==> src/sv/drte_pkg.sv <==
`timescale 1ns / 1ps
package drte_pkg;

    localparam int ANG_W     = 22;
    localparam int CMD_W     = 3;
    localparam int ALPHA_W   = 16;
    localparam int SENS_W    = 16;
    localparam int THR_W     = 12;
    localparam int THR_SQ_W  = 2 * THR_W;
    localparam int LIM_W     = 21;
    localparam int DB_W      = 16;
    localparam int SETTLE_W  = 16;
    localparam int CFG_W     = 21;
    localparam int CFG_IDX_W = 3;
    localparam int EASE_SHIFT = 16;

    typedef logic signed [ANG_W-1:0] t_angle;

    localparam t_angle ANG_MAX = 22'sh1FFFFF;
    localparam t_angle ANG_MIN = -22'sh200000;

    typedef enum logic [CMD_W-1:0] {
        CMD_BEGIN = 3'd0,
        CMD_MOVE  = 3'd1,
        CMD_END   = 3'd2,
        CMD_RESET = 3'd3,
        CMD_TICK  = 3'd4
    } t_cmd;

    localparam logic [CFG_IDX_W-1:0] CFG_EASE_ALPHA  = 3'd0;
    localparam logic [CFG_IDX_W-1:0] CFG_SENSITIVITY = 3'd1;
    localparam logic [CFG_IDX_W-1:0] CFG_ROT_THR     = 3'd2;
    localparam logic [CFG_IDX_W-1:0] CFG_PITCH_LIM   = 3'd3;
    localparam logic [CFG_IDX_W-1:0] CFG_DEADBAND    = 3'd4;
    localparam logic [CFG_IDX_W-1:0] CFG_SETTLE      = 3'd5;

    localparam logic [ALPHA_W-1:0]  RST_EASE_ALPHA  = 16'd22938;
    localparam logic [SENS_W-1:0]   RST_SENSITIVITY = 16'd22938;
    localparam logic [THR_SQ_W-1:0] RST_ROT_THR_SQ  = 24'd64;
    localparam logic [LIM_W-1:0]    RST_PITCH_LIM   = 21'd91136;
    localparam logic [DB_W-1:0]     RST_DEADBAND    = 16'd51;
    localparam logic [SETTLE_W-1:0] RST_SETTLE      = 16'd102;

    // Result of a move: new targets and whether the travel passed the threshold.
    typedef struct packed {
        t_angle yaw;
        t_angle pitch;
        logic   rotate;
    } t_move_res;

    // Magnitude of an angle; the most negative value maps to 2^21, which still fits.
    function automatic logic [ANG_W-1:0] ang_abs(input t_angle a);
        logic [ANG_W-1:0] m;
        m = a[ANG_W-1] ? ANG_W'(-a) : ANG_W'(a);
        return m;
    endfunction

endpackage

==> src/sv/drte_move.sv <==
`timescale 1ns / 1ps
module drte_move #(
    parameter int COORD_BITS      = 12,
    parameter int ANGLE_FRAC_BITS = 10
) (
    input  logic [COORD_BITS-1:0]         i_x,
    input  logic [COORD_BITS-1:0]         i_y,
    input  logic [COORD_BITS-1:0]         i_start_x,
    input  logic [COORD_BITS-1:0]         i_start_y,
    input  drte_pkg::t_angle              i_anchor_yaw,
    input  drte_pkg::t_angle              i_anchor_pitch,
    input  logic [drte_pkg::SENS_W-1:0]   i_sens,
    input  logic [drte_pkg::LIM_W-1:0]    i_pitch_lim,
    input  logic [drte_pkg::THR_SQ_W-1:0] i_thr_sq,
    output drte_pkg::t_move_res           o_res
);
    import drte_pkg::*;

    localparam int SHIFT = 16 - ANGLE_FRAC_BITS;
    localparam int PW    = COORD_BITS + SENS_W + 2;
    localparam int SW    = PW + 1;
    localparam int SQ_W  = 2 * COORD_BITS + 2;
    localparam int DW    = SQ_W + 1;
    localparam int QW    = (DW > THR_SQ_W) ? DW : THR_SQ_W;

    logic signed [COORD_BITS:0] dx, dy;
    logic [COORD_BITS:0]        adx, ady;
    logic [SQ_W-1:0]            sq_x, sq_y;
    logic [QW-1:0]              travel_sq;
    logic signed [PW-1:0]       prod_x, prod_y, term_x, term_y;
    logic signed [SW-1:0]       sum_yaw, sum_pitch, lim_pos, lim_neg;

    assign dx = $signed({1'b0, i_x}) - $signed({1'b0, i_start_x});
    assign dy = $signed({1'b0, i_y}) - $signed({1'b0, i_start_y});

    // Arithmetic shift of the signed product floors towards minus infinity.
    assign prod_x = PW'(dx) * PW'($signed({1'b0, i_sens}));
    assign prod_y = PW'(dy) * PW'($signed({1'b0, i_sens}));
    assign term_x = prod_x >>> SHIFT;
    assign term_y = prod_y >>> SHIFT;

    assign sum_yaw   = SW'(term_x) + SW'(i_anchor_yaw);
    assign sum_pitch = SW'(term_y) + SW'(i_anchor_pitch);
    assign lim_pos   = $signed({{(SW-LIM_W){1'b0}}, i_pitch_lim});
    assign lim_neg   = -lim_pos;

    assign adx       = dx[COORD_BITS] ? (COORD_BITS+1)'(-dx) : (COORD_BITS+1)'(dx);
    assign ady       = dy[COORD_BITS] ? (COORD_BITS+1)'(-dy) : (COORD_BITS+1)'(dy);
    assign sq_x      = SQ_W'(adx) * SQ_W'(adx);
    assign sq_y      = SQ_W'(ady) * SQ_W'(ady);
    assign travel_sq = QW'(sq_x) + QW'(sq_y);

    always_comb begin
        if (sum_yaw > SW'(ANG_MAX)) begin
            o_res.yaw = ANG_MAX;
        end else if (sum_yaw < SW'(ANG_MIN)) begin
            o_res.yaw = ANG_MIN;
        end else begin
            o_res.yaw = sum_yaw[ANG_W-1:0];
        end

        if (sum_pitch > lim_pos) begin
            o_res.pitch = lim_pos[ANG_W-1:0];
        end else if (sum_pitch < lim_neg) begin
            o_res.pitch = lim_neg[ANG_W-1:0];
        end else begin
            o_res.pitch = sum_pitch[ANG_W-1:0];
        end

        o_res.rotate = travel_sq > QW'(i_thr_sq);
    end

endmodule

==> config.mk <==
export PLATFORM = sky130hd
export DESIGN_NAME = drte_move
export DESIGN_NICKNAME = d
export VERILOG_FILES = /design/src/sv/drte_pkg.sv /design/src/sv/drte_move.sv
export SDC_FILE = /design/constraint.sdc
export NUM_CORES = 2
export LEC_CHECK = 0
export BUFFER_PORTS_ARGS = -buffer_cell sky130_fd_sc_hd__buf_4
export CAP_MARGIN = 20
export CORE_UTILIZATION = 55
export DETAILED_ROUTE_END_ITERATION = 8
export PLACE_DENSITY_LB_ADDON = 0.15
export SYNTH_ARGS = -nofsm -noshare
export SYNTH_HDL_FRONTEND = slang
export SYNTH_SLANG_ARGS = --single-unit
==> constraint.sdc <==
create_clock -name vclk -period 13.6
set_input_delay 0 -clock vclk [all_inputs]
set_output_delay 0 -clock vclk [all_outputs]
set_load 0.1 [all_outputs]
==> metrics <==
status finished, final reports clean; fillcell total between 4000 and 5000; I/O Pins 198; Final Hold Violating Endpoints 0; # DRC 0; initial antenna violation count 2; setup TNS 0 ps; vias per cell 5.56; Post-Synthesis Cell Area 0.0299 mm²; dpl cells 4353; number of global-route vias before repair 24600; drt wl/cell roughly 17 µm; ANT nets after route 0; total grt overflow 0; Sequential cell area 0 µm²; post-synthesis compound-gate area fraction 0.111; Max Clock Freq ~0.083 GHz; Layout clock buffers 0; RSZ-0062 raised after global routing false; Setup crit start kind input port; Yosys top cell by area fa_1; Critical Path Most Common Cell fa_1; global placement routability congestion around 0.94; met1 GRT Util 0.382; first-pass GRT wire length 124000 µm; Slew Limit Fails 0; final setup vio count 0; Simple-Gate Fraction of Synth Area 0.166; main combinational cell family by area after synthesis adder cells; Via Count 24200; count leader, synth inv_1; post-synthesis mux area share 0.00581; M3 GR Usage 0.00950; Cell variety after synth 86; Syn-to-layout area delta 7.52%; Yosys top cell area share 0.375; Post-synth top cells inv_1, fa_1, ha_1; Synth warnings 0; fin crit share 0.883; fin cells about 4400; hold path endpoint o_res[12]; max incr delay on CP 720 ps; cells after synthesis approximately 3500; die area 0.0554 mm²; row count 85; initial DRC count 1303; worst-path fanout max 37; M2 GR Usage 0.482; Slew @ Worst Pin just over 1000 ps; Synth Area per Inst 8.48 µm²; Worst EP arrival roughly 12000 ps; final net count just under 5000; Worst Path Required 13600 ps; Port Buffers 198; Final Routed Wirelength 73800 µm; GRT Util Overall 0.274; hold_buf cts 0; CP max stage cell xor2_1; HP Class in2out; Post-CTS Setup Repair Bufs 0; Max Cap Viol 0; FFs & Latches 0; gr busiest metal met2; CP endpoint kind output pin; largest cells by area after synthesis fa_1, ha_1, inv_1; Seq/Total Area, Yosys 0; Die Ht 235 µm; worst hold path startpoint i_pitch_lim[11]; Starting Density 0.556; DIE WIDTH roughly 240 µm; Detail Placement HPWL 63000 µm; cts repair resizes 0; xor-xnor portion of the synthesized cell area 0.0459; CORE AREA 0.0538 mm²; largest net degree at the start of global routing 39; Worst Path Class, Setup in2out; drt pass-1 iters 6; min cycle time layout 12010 ps; Slew Limit Headroom 0.326; layout cell share with drive strength beyond 1 0.0834; Hold Path Cell Cnt 3; adder-cell share of the synthesized area 0.567
[cells in the final DEF, fill, tap and decap left out, types with 8 or more instances in the layout]
master	instances
o21ai_0	81
nor3b_1	8
buf_4	238
a21o_1	75
and2_1	103
o22a_1	8
nor2b_1	51
o21a_1	36
a211oi_1	25
o31ai_1	9
nor3_1	42
nor4_1	19
nand2b_1	57
conb_1	17
xor2_1	34
nand2_1	360
xnor2_1	120
inv_1	686
or3_1	19
nand3_1	37
o21bai_1	16
and3_1	25
or2_2	26
a21oi_1	115
fa_1	561
mux2i_1	14
a31oi_1	14
nand4_1	16
ha_1	460
nor2_1	229
o211ai_1	13
o31a_1	8
a21bo_2	10
[per-stage QoR]
step                      setup WS (ps)  utilization  hold slack (ps)  cell area, µm²
after floorplan                    1430            -              437           30000
final                              1590        0.598              520           32200
after CTS                          1570        0.598              516           32200
after global routing                770        0.598              522           32200
after global placement             1860        0.598              509           32200
after detailed placement           1610        0.598              511           32200
[layer usage]
layer  wire length [µm]  vias to the layer above
met5                  0                        -
met4               1280                        0
met3               3060                       88
met2              36700                      576
met1              32800                    12100
li1                   -                    11500
[how the worst max path moves through the flow]
stage	start	end	depth (start not counted)
floorplan	i_y[0]	o_res[5]	47
global placement	i_y[2]	o_res[20]	45
detailed placement	i_y[2]	o_res[17]	45
CTS	i_y[2]	o_res[17]	45
global route	i_y[0]	o_res[17]	47
finish	i_y[0]	o_res[20]	47
[layout make-up]
type	count	area [µm²]	area share
Tap cell	696	871	0.0271
Inverter	691	2590	0.0806
Multi-Input combinational cell	2729	26900	0.836
Antenna cell	1	2.50	0.0000777
Timing Repair Buffer	239	1800	0.0560
[worst max-delay path, delay by kind of cell]
| kind | cells | cell delay, ps |
|---|---|---|
| AOI/OAI and AO/OA | 19 | 4130 |
| xor gates and xnor gates | 3 | 1140 |
| adders and majority gates | 11 | 4470 |
| buffers and inverters | 6 | 1250 |
| and+or+nand+nor | 8 | 980 |
[logic make-up after synthesis]
group / Yosys count
xor+xnor: 156
fa+ha+maj: 1021
mux: 17
buf+inv: 817
other cells: 2
compound gates: 490
simple gates: 1028
Power is not shown: default switching activity piles up to over one toggle a cycle in this logic, so the estimate is an artifact.
